**config.mk**
```make
export PLATFORM = sky130hd
export DESIGN_NAME = triac_phase_ramp_sequencer
export DESIGN_NICKNAME = d
export VERILOG_FILES = /design/src/hdl/trps_pkg.sv /design/src/hdl/triac_phase_ramp_sequencer.sv /design/src/hdl/trps_cfg_regs.sv /design/src/hdl/trps_ramp_core.sv /design/src/hdl/trps_out_reg.sv
export SDC_FILE = /design/constraint.sdc
export NUM_CORES = 1
export LEC_CHECK = 0
export BUFFER_PORTS_ARGS = -buffer_cell sky130_fd_sc_hd__buf_4
export CAP_MARGIN = 20
export CORE_ASPECT_RATIO = 0.8
export CORE_MARGIN = 1.5
export CORE_UTILIZATION = 45
export DETAILED_ROUTE_END_ITERATION = 7
export SLEW_MARGIN = 10
export SYNTH_ARGS = -nofsm -noshare
export SYNTH_HDL_FRONTEND = slang
export SYNTH_SLANG_ARGS = --single-unit
```
**constraint.sdc**
```tcl
create_clock -name aclk -period 7.4 [get_ports aclk]
set_clock_uncertainty 0.05 [all_clocks]
set_input_delay 2.22 -clock aclk [delete_from_list [all_inputs] [get_ports aclk]]
set_output_delay 2.22 -clock aclk [all_outputs]
set_load 0.05 [all_outputs]
```
**src/hdl/trps_pkg.sv**
```systemverilog
// ----------------------------------------------------------------------------
// trps_pkg
// Shared types and constants for the triac phase ramp sequencer.
// ----------------------------------------------------------------------------
package trps_pkg;

    // Default width of the tick counter
    localparam int TICK_COUNT_BITS_DEF = 16;

    // Configuration port geometry
    localparam int CFG_IDX_W  = 3;
    localparam int CFG_DATA_W = 16;

    // Configuration register indexes
    localparam logic [CFG_IDX_W-1:0] REG_START_DELAY      = 3'd0;
    localparam logic [CFG_IDX_W-1:0] REG_START_PULSES     = 3'd1;
    localparam logic [CFG_IDX_W-1:0] REG_STOP_DELAY       = 3'd2;
    localparam logic [CFG_IDX_W-1:0] REG_STOP_PULSES      = 3'd3;
    localparam logic [CFG_IDX_W-1:0] REG_FAST_STOP_DELAY  = 3'd4;
    localparam logic [CFG_IDX_W-1:0] REG_FAST_STOP_PULSES = 3'd5;
    localparam logic [CFG_IDX_W-1:0] REG_FIRE_WIDTH       = 3'd6;
    localparam logic [CFG_IDX_W-1:0] REG_DELAY_STEP       = 3'd7;

    // Configuration reset values
    localparam logic [15:0] RST_START_DELAY      = 16'd151;
    localparam logic [7:0]  RST_START_PULSES     = 8'd10;
    localparam logic [15:0] RST_STOP_DELAY       = 16'd151;
    localparam logic [7:0]  RST_STOP_PULSES      = 8'd6;
    localparam logic [15:0] RST_FAST_STOP_DELAY  = 16'd110;
    localparam logic [7:0]  RST_FAST_STOP_PULSES = 8'd5;
    localparam logic [15:0] RST_FIRE_WIDTH       = 16'd9;
    localparam logic [7:0]  RST_DELAY_STEP       = 8'd0;

    // Request codes carried in req_type
    localparam logic [1:0] REQ_TICK  = 2'd0;
    localparam logic [1:0] REQ_START = 2'd1;
    localparam logic [1:0] REQ_STOP  = 2'd2;
    localparam logic [1:0] REQ_FAST  = 2'd3;

    typedef struct packed {
        logic [1:0] req_type;
        logic       zero_cross;
        logic       left_enable;
        logic       right_enable;
        logic       yarn_break;
        logic       stop_key;
    } trps_in_t;

    typedef struct packed {
        logic triac_left;
        logic triac_right;
        logic busy_res;
        logic ramp_done;
        logic emergency;
    } trps_out_t;

    typedef struct packed {
        logic [15:0] start_delay;
        logic [7:0]  start_pulses;
        logic [15:0] stop_delay;
        logic [7:0]  stop_pulses;
        logic [15:0] fast_stop_delay;
        logic [7:0]  fast_stop_pulses;
        logic [15:0] fire_width;
        logic [7:0]  delay_step;
    } trps_cfg_t;

endpackage

```
**src/hdl/triac_phase_ramp_sequencer.sv**
```systemverilog
// ----------------------------------------------------------------------------
// triac_phase_ramp_sequencer
// Phase-angle soft start / soft stop sequencer for two triac gates.
// ----------------------------------------------------------------------------
// Each request on the s_ channel is one timing tick and yields exactly one
// result on the m_ channel. The block takes one request per clock cycle and
// keeps that rate as long as m_ready is high. A result shows on m_valid once
// its request has waited in the input register and one pass of the ramp
// next-state logic has loaded the result register. The single pass of that
// next-state logic over the ramp state sets the rate: each tick sees the
// state left by the tick before it.
// When m_ready drops, the result register and the input register each hold
// one request before s_ready falls. Configuration registers are written
// through cfg_wr_en, cfg_index and cfg_wr_data with no wait; write them only
// while no request is in flight. There is no clearing pass after reset.
// ----------------------------------------------------------------------------
module triac_phase_ramp_sequencer #(
    parameter int TICK_COUNT_BITS = trps_pkg::TICK_COUNT_BITS_DEF
) (
    input  logic                              aclk,
    input  logic                              aresetn,
    // request channel
    input  logic                              s_valid,
    output logic                              s_ready,
    input  trps_pkg::trps_in_t                s_data,
    // result channel
    output logic                              m_valid,
    input  logic                              m_ready,
    output trps_pkg::trps_out_t               m_data,
    // configuration write port
    input  logic                              cfg_wr_en,
    input  logic [trps_pkg::CFG_IDX_W-1:0]    cfg_index,
    input  logic [trps_pkg::CFG_DATA_W-1:0]   cfg_wr_data
);
    import trps_pkg::*;

    logic      in_valid_reg, in_valid_next;
    trps_in_t  in_data_reg;
    logic      slot_free;
    logic      step;
    logic      s_accept;
    trps_cfg_t cfg;
    trps_out_t res;

    // advance one tick whenever a request is held and the result slot opens
    assign step     = in_valid_reg && slot_free;
    assign s_ready  = !in_valid_reg || slot_free;
    assign s_accept = s_valid && s_ready;

    always_comb begin
        in_valid_next = in_valid_reg;
        if (s_accept) begin
            in_valid_next = 1'b1;
        end else if (step) begin
            in_valid_next = 1'b0;
        end
    end

    always_ff @(posedge aclk) begin
        if (!aresetn) begin
            in_valid_reg <= 1'b0;
        end else begin
            in_valid_reg <= in_valid_next;
        end
    end

    // hold the request payload until its tick is processed
    always_ff @(posedge aclk) begin
        if (s_accept) begin
            in_data_reg <= s_data;
        end
    end

    trps_cfg_regs u_cfg_regs (
        .aclk        (aclk),
        .aresetn     (aresetn),
        .cfg_wr_en   (cfg_wr_en),
        .cfg_index   (cfg_index),
        .cfg_wr_data (cfg_wr_data),
        .cfg         (cfg)
    );

    trps_ramp_core #(
        .TICK_COUNT_BITS (TICK_COUNT_BITS)
    ) u_ramp_core (
        .aclk    (aclk),
        .aresetn (aresetn),
        .step    (step),
        .item    (in_data_reg),
        .cfg     (cfg),
        .res     (res)
    );

    trps_out_reg u_out_reg (
        .aclk      (aclk),
        .aresetn   (aresetn),
        .load      (step),
        .res_in    (res),
        .slot_free (slot_free),
        .m_valid   (m_valid),
        .m_ready   (m_ready),
        .m_data    (m_data)
    );

endmodule

```
**src/hdl/trps_cfg_regs.sv**
```systemverilog
// ----------------------------------------------------------------------------
// trps_cfg_regs
// Ramp configuration registers, written through a plain indexed write port.
// ----------------------------------------------------------------------------
module trps_cfg_regs (
    input  logic                              aclk,
    input  logic                              aresetn,
    input  logic                              cfg_wr_en,
    input  logic [trps_pkg::CFG_IDX_W-1:0]    cfg_index,
    input  logic [trps_pkg::CFG_DATA_W-1:0]   cfg_wr_data,
    output trps_pkg::trps_cfg_t               cfg
);
    import trps_pkg::*;

    trps_cfg_t cfg_reg;
    trps_cfg_t cfg_next;

    always_comb begin
        cfg_next = cfg_reg;
        if (cfg_wr_en) begin
            case (cfg_index)
                REG_START_DELAY:      cfg_next.start_delay      = cfg_wr_data[15:0];
                REG_START_PULSES:     cfg_next.start_pulses     = cfg_wr_data[7:0];
                REG_STOP_DELAY:       cfg_next.stop_delay       = cfg_wr_data[15:0];
                REG_STOP_PULSES:      cfg_next.stop_pulses      = cfg_wr_data[7:0];
                REG_FAST_STOP_DELAY:  cfg_next.fast_stop_delay  = cfg_wr_data[15:0];
                REG_FAST_STOP_PULSES: cfg_next.fast_stop_pulses = cfg_wr_data[7:0];
                REG_FIRE_WIDTH:       cfg_next.fire_width       = cfg_wr_data[15:0];
                REG_DELAY_STEP:       cfg_next.delay_step       = cfg_wr_data[7:0];
                default:              cfg_next = cfg_reg;
            endcase
        end
    end

    always_ff @(posedge aclk) begin
        if (!aresetn) begin
            cfg_reg.start_delay      <= RST_START_DELAY;
            cfg_reg.start_pulses     <= RST_START_PULSES;
            cfg_reg.stop_delay       <= RST_STOP_DELAY;
            cfg_reg.stop_pulses      <= RST_STOP_PULSES;
            cfg_reg.fast_stop_delay  <= RST_FAST_STOP_DELAY;
            cfg_reg.fast_stop_pulses <= RST_FAST_STOP_PULSES;
            cfg_reg.fire_width       <= RST_FIRE_WIDTH;
            cfg_reg.delay_step       <= RST_DELAY_STEP;
        end else begin
            cfg_reg <= cfg_next;
        end
    end

    assign cfg = cfg_reg;

endmodule

```
**src/hdl/trps_ramp_core.sv**
```systemverilog
// ----------------------------------------------------------------------------
// trps_ramp_core
// Ramp state and its one-tick next-state logic; produces one result per step.
// ----------------------------------------------------------------------------
module trps_ramp_core #(
    parameter int TICK_COUNT_BITS = trps_pkg::TICK_COUNT_BITS_DEF
) (
    input  logic                 aclk,
    input  logic                 aresetn,
    input  logic                 step,
    input  trps_pkg::trps_in_t   item,
    input  trps_pkg::trps_cfg_t  cfg,
    output trps_pkg::trps_out_t  res
);
    import trps_pkg::*;

    localparam int CMP_W = (TICK_COUNT_BITS > 16) ? TICK_COUNT_BITS : 16;
    localparam logic [TICK_COUNT_BITS-1:0] TICK_MAX = '1;

    typedef enum logic [6:0] {
        PH_IDLE      = 7'b0000001,
        PH_SYNC      = 7'b0000010,
        PH_DELAY     = 7'b0000100,
        PH_FIRE      = 7'b0001000,
        PH_WAIT_LOW  = 7'b0010000,
        PH_WAIT_HIGH = 7'b0100000,
        PH_WAIT_END  = 7'b1000000
    } phase_t;

    phase_t                       phase_reg,       phase_next;
    logic [15:0]                  cur_delay_reg,   cur_delay_next;
    logic [TICK_COUNT_BITS-1:0]   tick_cnt_reg,    tick_cnt_next;
    logic [7:0]                   cycles_done_reg, cycles_done_next;
    logic [7:0]                   cycles_tgt_reg,  cycles_tgt_next;
    logic                         last_level_reg,  last_level_next;
    logic                         half_cycle_reg,  half_cycle_next;
    logic                         emergency_reg,   emergency_next;
    logic                         gate_left, gate_right, done;
    logic                         underflow;
    logic                         is_idle;

    function automatic logic limit_hit(input logic [TICK_COUNT_BITS-1:0] tc,
                                       input logic [15:0] lim);
        return (CMP_W'(tc) >= CMP_W'(lim)) || (tc == TICK_MAX);
    endfunction

    assign is_idle = (phase_reg == PH_IDLE);

    always_comb begin
        phase_next       = phase_reg;
        cur_delay_next   = cur_delay_reg;
        tick_cnt_next    = tick_cnt_reg;
        cycles_done_next = cycles_done_reg;
        cycles_tgt_next  = cycles_tgt_reg;
        half_cycle_next  = half_cycle_reg;
        emergency_next   = emergency_reg;
        last_level_next  = item.zero_cross;
        gate_left        = 1'b0;
        gate_right       = 1'b0;
        done             = 1'b0;
        underflow        = (16'(cfg.delay_step) > cur_delay_reg);

        if ((item.req_type == REQ_FAST)
            || (item.req_type == REQ_START && is_idle)
            || (item.req_type == REQ_STOP && is_idle)) begin
            // load a new ramp; apart from the zero-cross level sample, nothing else moves this tick
            phase_next       = PH_SYNC;
            tick_cnt_next    = '0;
            cycles_done_next = 8'd0;
            half_cycle_next  = 1'b0;
            if (item.req_type == REQ_FAST) begin
                emergency_next  = 1'b1;
                cur_delay_next  = cfg.fast_stop_delay;
                cycles_tgt_next = cfg.fast_stop_pulses;
            end else if (item.req_type == REQ_START) begin
                cur_delay_next  = cfg.start_delay;
                cycles_tgt_next = cfg.start_pulses;
            end else begin
                cur_delay_next  = cfg.stop_delay;
                cycles_tgt_next = cfg.stop_pulses;
            end
        end else begin
            // wait phases
            if (phase_next == PH_SYNC && item.zero_cross != last_level_reg) begin
                phase_next    = PH_DELAY;
                tick_cnt_next = '0;
            end else if (phase_next == PH_WAIT_LOW && !item.zero_cross) begin
                phase_next    = PH_DELAY;
                tick_cnt_next = '0;
            end else if (phase_next == PH_WAIT_END && item.zero_cross) begin
                phase_next = PH_IDLE;
                done       = 1'b1;
            end else if (phase_next == PH_WAIT_HIGH && item.zero_cross) begin
                phase_next    = PH_DELAY;
                tick_cnt_next = '0;
            end

            // firing delay
            if (phase_next == PH_DELAY) begin
                if (limit_hit(tick_cnt_next, cur_delay_reg)) begin
                    phase_next    = PH_FIRE;
                    tick_cnt_next = '0;
                end else begin
                    tick_cnt_next = tick_cnt_next + TICK_COUNT_BITS'(1);
                end
            end

            // gate pulse
            if (phase_next == PH_FIRE) begin
                if (!limit_hit(tick_cnt_next, cfg.fire_width)) begin
                    gate_left     = item.left_enable;
                    gate_right    = item.right_enable;
                    tick_cnt_next = tick_cnt_next + TICK_COUNT_BITS'(1);
                end
                if (limit_hit(tick_cnt_next, cfg.fire_width)) begin
                    if (!half_cycle_reg) begin
                        if (item.yarn_break || item.stop_key) begin
                            emergency_next = 1'b1;
                        end
                        half_cycle_next = 1'b1;
                        phase_next      = PH_WAIT_LOW;
                    end else begin
                        half_cycle_next  = 1'b0;
                        cycles_done_next = cycles_done_reg + 8'd1;
                        cur_delay_next   = underflow ? 16'd0
                                         : cur_delay_reg - 16'(cfg.delay_step);
                        phase_next = (underflow || cycles_done_next >= cycles_tgt_reg)
                                   ? PH_WAIT_END : PH_WAIT_HIGH;
                    end
                end
            end
        end

        res.triac_left  = gate_left;
        res.triac_right = gate_right;
        res.busy_res    = (phase_next != PH_IDLE);
        res.ramp_done   = done;
        res.emergency   = emergency_next;
    end

    always_ff @(posedge aclk) begin
        if (!aresetn) begin
            phase_reg       <= PH_IDLE;
            cur_delay_reg   <= 16'd0;
            tick_cnt_reg    <= '0;
            cycles_done_reg <= 8'd0;
            cycles_tgt_reg  <= 8'd0;
            last_level_reg  <= 1'b0;
            half_cycle_reg  <= 1'b0;
            emergency_reg   <= 1'b0;
        end else if (step) begin
            phase_reg       <= phase_next;
            cur_delay_reg   <= cur_delay_next;
            tick_cnt_reg    <= tick_cnt_next;
            cycles_done_reg <= cycles_done_next;
            cycles_tgt_reg  <= cycles_tgt_next;
            last_level_reg  <= last_level_next;
            half_cycle_reg  <= half_cycle_next;
            emergency_reg   <= emergency_next;
        end
    end

`ifndef ASSERT_OFF
    a_emergency_sticky: assert property (@(posedge aclk) disable iff (!aresetn)
        emergency_reg |=> emergency_reg)
        else $error("emergency flag cleared without reset");

    a_fast_stop_loads: assert property (@(posedge aclk) disable iff (!aresetn)
        (step && item.req_type == REQ_FAST) |=> (phase_reg == PH_SYNC && emergency_reg))
        else $error("fast stop did not restart the ramp");

    a_idle_first_half: assert property (@(posedge aclk) disable iff (!aresetn)
        (phase_reg == PH_IDLE) |-> !half_cycle_reg)
        else $error("idle with a half cycle pending");

    a_done_from_wait_end: assert property (@(posedge aclk) disable iff (!aresetn)
        (step && res.ramp_done) |-> (phase_reg == PH_WAIT_END))
        else $error("ramp done outside the final wait");

    a_gate_needs_enable: assert property (@(posedge aclk) disable iff (!aresetn)
        (step && (res.triac_left || res.triac_right)) |->
            ((res.triac_left == 1'b0 || item.left_enable)
             && (res.triac_right == 1'b0 || item.right_enable)))
        else $error("gate driven without its enable");
`endif

endmodule

```
**src/hdl/trps_out_reg.sv**
```systemverilog
// ----------------------------------------------------------------------------
// trps_out_reg
// Result register of the m_ channel; frees its slot in the cycle it drains.
// ----------------------------------------------------------------------------
module trps_out_reg (
    input  logic                 aclk,
    input  logic                 aresetn,
    input  logic                 load,
    input  trps_pkg::trps_out_t  res_in,
    output logic                 slot_free,
    output logic                 m_valid,
    input  logic                 m_ready,
    output trps_pkg::trps_out_t  m_data
);
    import trps_pkg::*;

    logic      out_valid_reg, out_valid_next;
    trps_out_t out_data_reg;

    assign slot_free = !out_valid_reg || m_ready;

    always_comb begin
        out_valid_next = out_valid_reg;
        if (load) begin
            out_valid_next = 1'b1;
        end else if (m_ready) begin
            out_valid_next = 1'b0;
        end
    end

    always_ff @(posedge aclk) begin
        if (!aresetn) begin
            out_valid_reg <= 1'b0;
        end else begin
            out_valid_reg <= out_valid_next;
        end
    end

    always_ff @(posedge aclk) begin
        if (load) begin
            out_data_reg <= res_in;
        end
    end

    assign m_valid = out_valid_reg;
    assign m_data  = out_data_reg;

endmodule
```
==> qor.csv <==
metric,value,unit
synth-compound-area-share,22.63,%
setup_violations,0,
startpoint,u_ramp_core.phase_reg[5]$_SDFFE_PN0P_,
h-tree-depth,4,
p_total,2.234,mW
placementRows,50,
dr.first_iter.drc_count,1051,
drt-total-wl,34190,µm
max_freq,140.1,MHz
grt_start_max_net_pins,75,
worst_hold_path_type,register to register,
final_core_util,54.72,%
drc,0,
min-delay-start,u_cfg_regs.cfg[5]$_SDFFE_PN0P_,
required,7.72,ns
vias,10230,
antenna_found_initial,0,
seqCellArea,3485,µm²
end_kind,register,
largest_reg_flops,96,
ir_drop,163.7,µV
synth_cells,1349,
synthXorXnorAreaFrac,3.919,%
syn_nets,1448,
coreArea,23330,µm²
ys_ff_latch,168,
worst_setup_path_start_kind,register,
drv_slew,0,
wl_per_cell,19.49,µm
synth.distinct_cells,82,
synth_top_family_by_area,simple AND/OR/NAND/NOR gates,
worst_pin_slew,1.032,ns
finalCritPeriodShare,96.46,%
yosys_warnings,0,
synth_edf_count,12,
yosys.area_share.adder,8.025,%
path_max_fanout,7,
clock_sink_count,168,
num_antenna_cells,0,
area_delta_synth_final,19.40,%
ys_seq_area_share,32.57,%
whs_path_depth,2,
syn_area,10700,µm²
critPathSlowestCell,or4bb_4,
synth_ff_type,dfxtp_1,
antenna_left,0,
grt.overflow.total,0,
status,"finished, final reports clean",
die_x,175.4,µm
reg2reg_from,u_ramp_core.phase_reg[5]$_SDFFE_PN0P_,
fillers,2244,
drt-vias-per-instance,5.834,
rr_worst_depth,39,
gp_congestion,0.9527,
clkTransAtPathRegs,0.07,ns
pin_count,38,
start_util,45.83,%
synthMuxAreaShare,1.977,%
gr-usage-all-layers,27.73,%
reg2reg_to,u_ramp_core.cur_delay_reg[11]$_SDFFE_PN0P_,
portBuffers,37,
hold_path_end,u_cfg_regs.cfg[5]$_SDFFE_PN0P_,
hold_viol,0,
layout-drive-gt1-share,16.78,%
chipHeight,140.9,µm
cts_tree,yes,
cap_violations,0,
yosys.area_share.simple,25.23,%
dieArea,24710,µm²
grt_pass1_wl,53060,µm
cts_buffers,17,
cts_buffer_depth,2,
cp_slowest_stage_delay,0.57,ns
crit_type,register to register,
slew_headroom,30.64,%
postSynthAreaPerCell,7.928,µm²
layout.nets,1528,
synthArstFlopShare,0,%
p_leak,5.087,nW
cts_root_buffer,clkbuf_16,
hpwl,24440,µm
layout_min_cycle_time,7.138,ns
arrival,7.45,ns
grt_pass1_vias,9440,
rrSetupSlack,0.26,ns
first_pass_iters,5,
multi_input_area,6858,µm²
pwr_density_cell,174.9,nW/µm²
insertion_delay,0.44,ns
## worst max-delay path: cells and delay by family (launching register included)
kind / cells / cell delay (ns)
DFF: 1 / 0.34
buffers and inverters: 6 / 0.89
AOI/OAI and AO/OA: 19 / 2.80
muxes: 1 / 0.27
adders and majority gates: 3 / 0.65
and+or+nand+nor: 10 / 2.03
## kinds of logic after synthesis
group / Yosys count
AO/OA/AOI/OAI: 322
XOR/XNOR: 47
adder cells (fa/ha/maj): 68
buffers and inverters: 153
flip-flops: 168
multiplexers: 21
AND/OR/NAND/NOR: 570
## cells in the final DEF (no fill, tap or decap), types with 31 or more instances in the layout
cell type and instances:
ha_1 61, a21oi_1 33, inv_1 65, a21boi_0 79, nor2_1 71, nor2b_1 36, dfxtp_1 155, buf_4 136
xnor2_1 31, nand2_1 259, nand3_1 55
## area by class of cell
cell class / count / area share, %
inverter: 69 / 2.028
timing repair buffer: 145 / 9.240
multi-input combinational: 1028 / 53.70
clock buffer: 17 / 3.331
tap: 312 / 3.057
sequential: 168 / 27.29
clock inverter: 15 / 1.352
## per-layer routing
layer | up-vias | share of wire (%) | GRT usage, %
met4 | 0 | 1.7 | 7.287
li1 | 4934 | - | -
met5 | - | 0 | 0
met2 | 367 | 43 | 41.02
met3 | 39 | 6.6 | 4.342
met1 | 4892 | 49 | 41.55
## synth_stat cells, types with 11 or more instances
| master | count | area [µm²] |
|---|---|---|
| nand2_1 | 260 | 975.9 |
| nor2b_1 | 36 | 225.2 |
| clkbuf_1 | 65 | 244.0 |
| and2_1 | 15 | 93.84 |
| dfxtp_1 | 156 | 3123 |
| ha_1 | 67 | 838.3 |
| mux2i_1 | 20 | 200.2 |
| nand4_1 | 18 | 112.6 |
| nor2_1 | 76 | 285.3 |
| nor4_1 | 14 | 87.58 |
| xor2_1 | 14 | 122.6 |
| or4_1 | 11 | 82.58 |
| inv_1 | 68 | 255.2 |
| nand3_1 | 56 | 280.3 |
| a211oi_1 | 15 | 112.6 |
| nand2b_1 | 20 | 125.1 |
| a21boi_0 | 79 | 593.1 |
| and3_1 | 11 | 68.82 |
| a31oi_1 | 11 | 68.82 |
| o211ai_1 | 11 | 82.58 |
| nor3_1 | 25 | 125.1 |
| a21o_1 | 19 | 142.6 |
| a22o_1 | 15 | 131.4 |
| o21ai_0 | 28 | 140.1 |
| xnor2_1 | 32 | 280.3 |
| a21oi_1 | 39 | 195.2 |
| a22oi_1 | 19 | 142.6 |
| edfxtp_1 | 12 | 360.4 |
## how the worst max path moves through the flow
stage / end / slack (ns) / cells past startpoint
3_3_place_gp: u_ramp_core.cur_delay_reg[10]$_SDFFE_PN0P_ / 0.07 / 37
5_1_grt: u_ramp_core.cur_delay_reg[11]$_SDFFE_PN0P_ / -0.11 / 38
4_1_cts: u_ramp_core.cur_delay_reg[10]$_SDFFE_PN0P_ / 0.02 / 38
2_1_floorplan: u_ramp_core.cur_delay_reg[0]$_SDFFE_PN0P_ / 0.03 / 37
3_5_place_dp: u_ramp_core.cur_delay_reg[10]$_SDFFE_PN0P_ / -0.08 / 39
6_report: u_ramp_core.cur_delay_reg[11]$_SDFFE_PN0P_ / 0.26 / 39
## power breakdown
group	switching (mW)	internal, mW	total [mW]
clock	0.445	0.456	0.901
sequential	0.0183	0.941	0.960
combinational	0.230	0.144	0.374
total	0.693	1.54	2.23
## timing repair
item                                    CTS  global route
gates cloned                              0             2
resized for setup                        12            59
pin swaps                                 2            32
setup buffers                             0             7
endpoints found under the setup margin   30            33
endpoints found under the hold margin     0             0
hold buffers                              0             0
## stage by stage
step	cell area, µm²	cells	hold slack [ns]	TNS (ns)	setup WS, ns
finish	12770	1754	0.4165	0	0.2622
global route	12770	1754	0.4345	-1.654	-0.1101
floorplan	10720	1349	0.3894	0	0.03099
global placement	11780	1711	0.4000	0	0.07270
detailed placement	11790	1712	0.4070	-0.5372	-0.08106
CTS	12420	1744	0.4185	0	0.01629
Power figures use the tool's default switching activity.
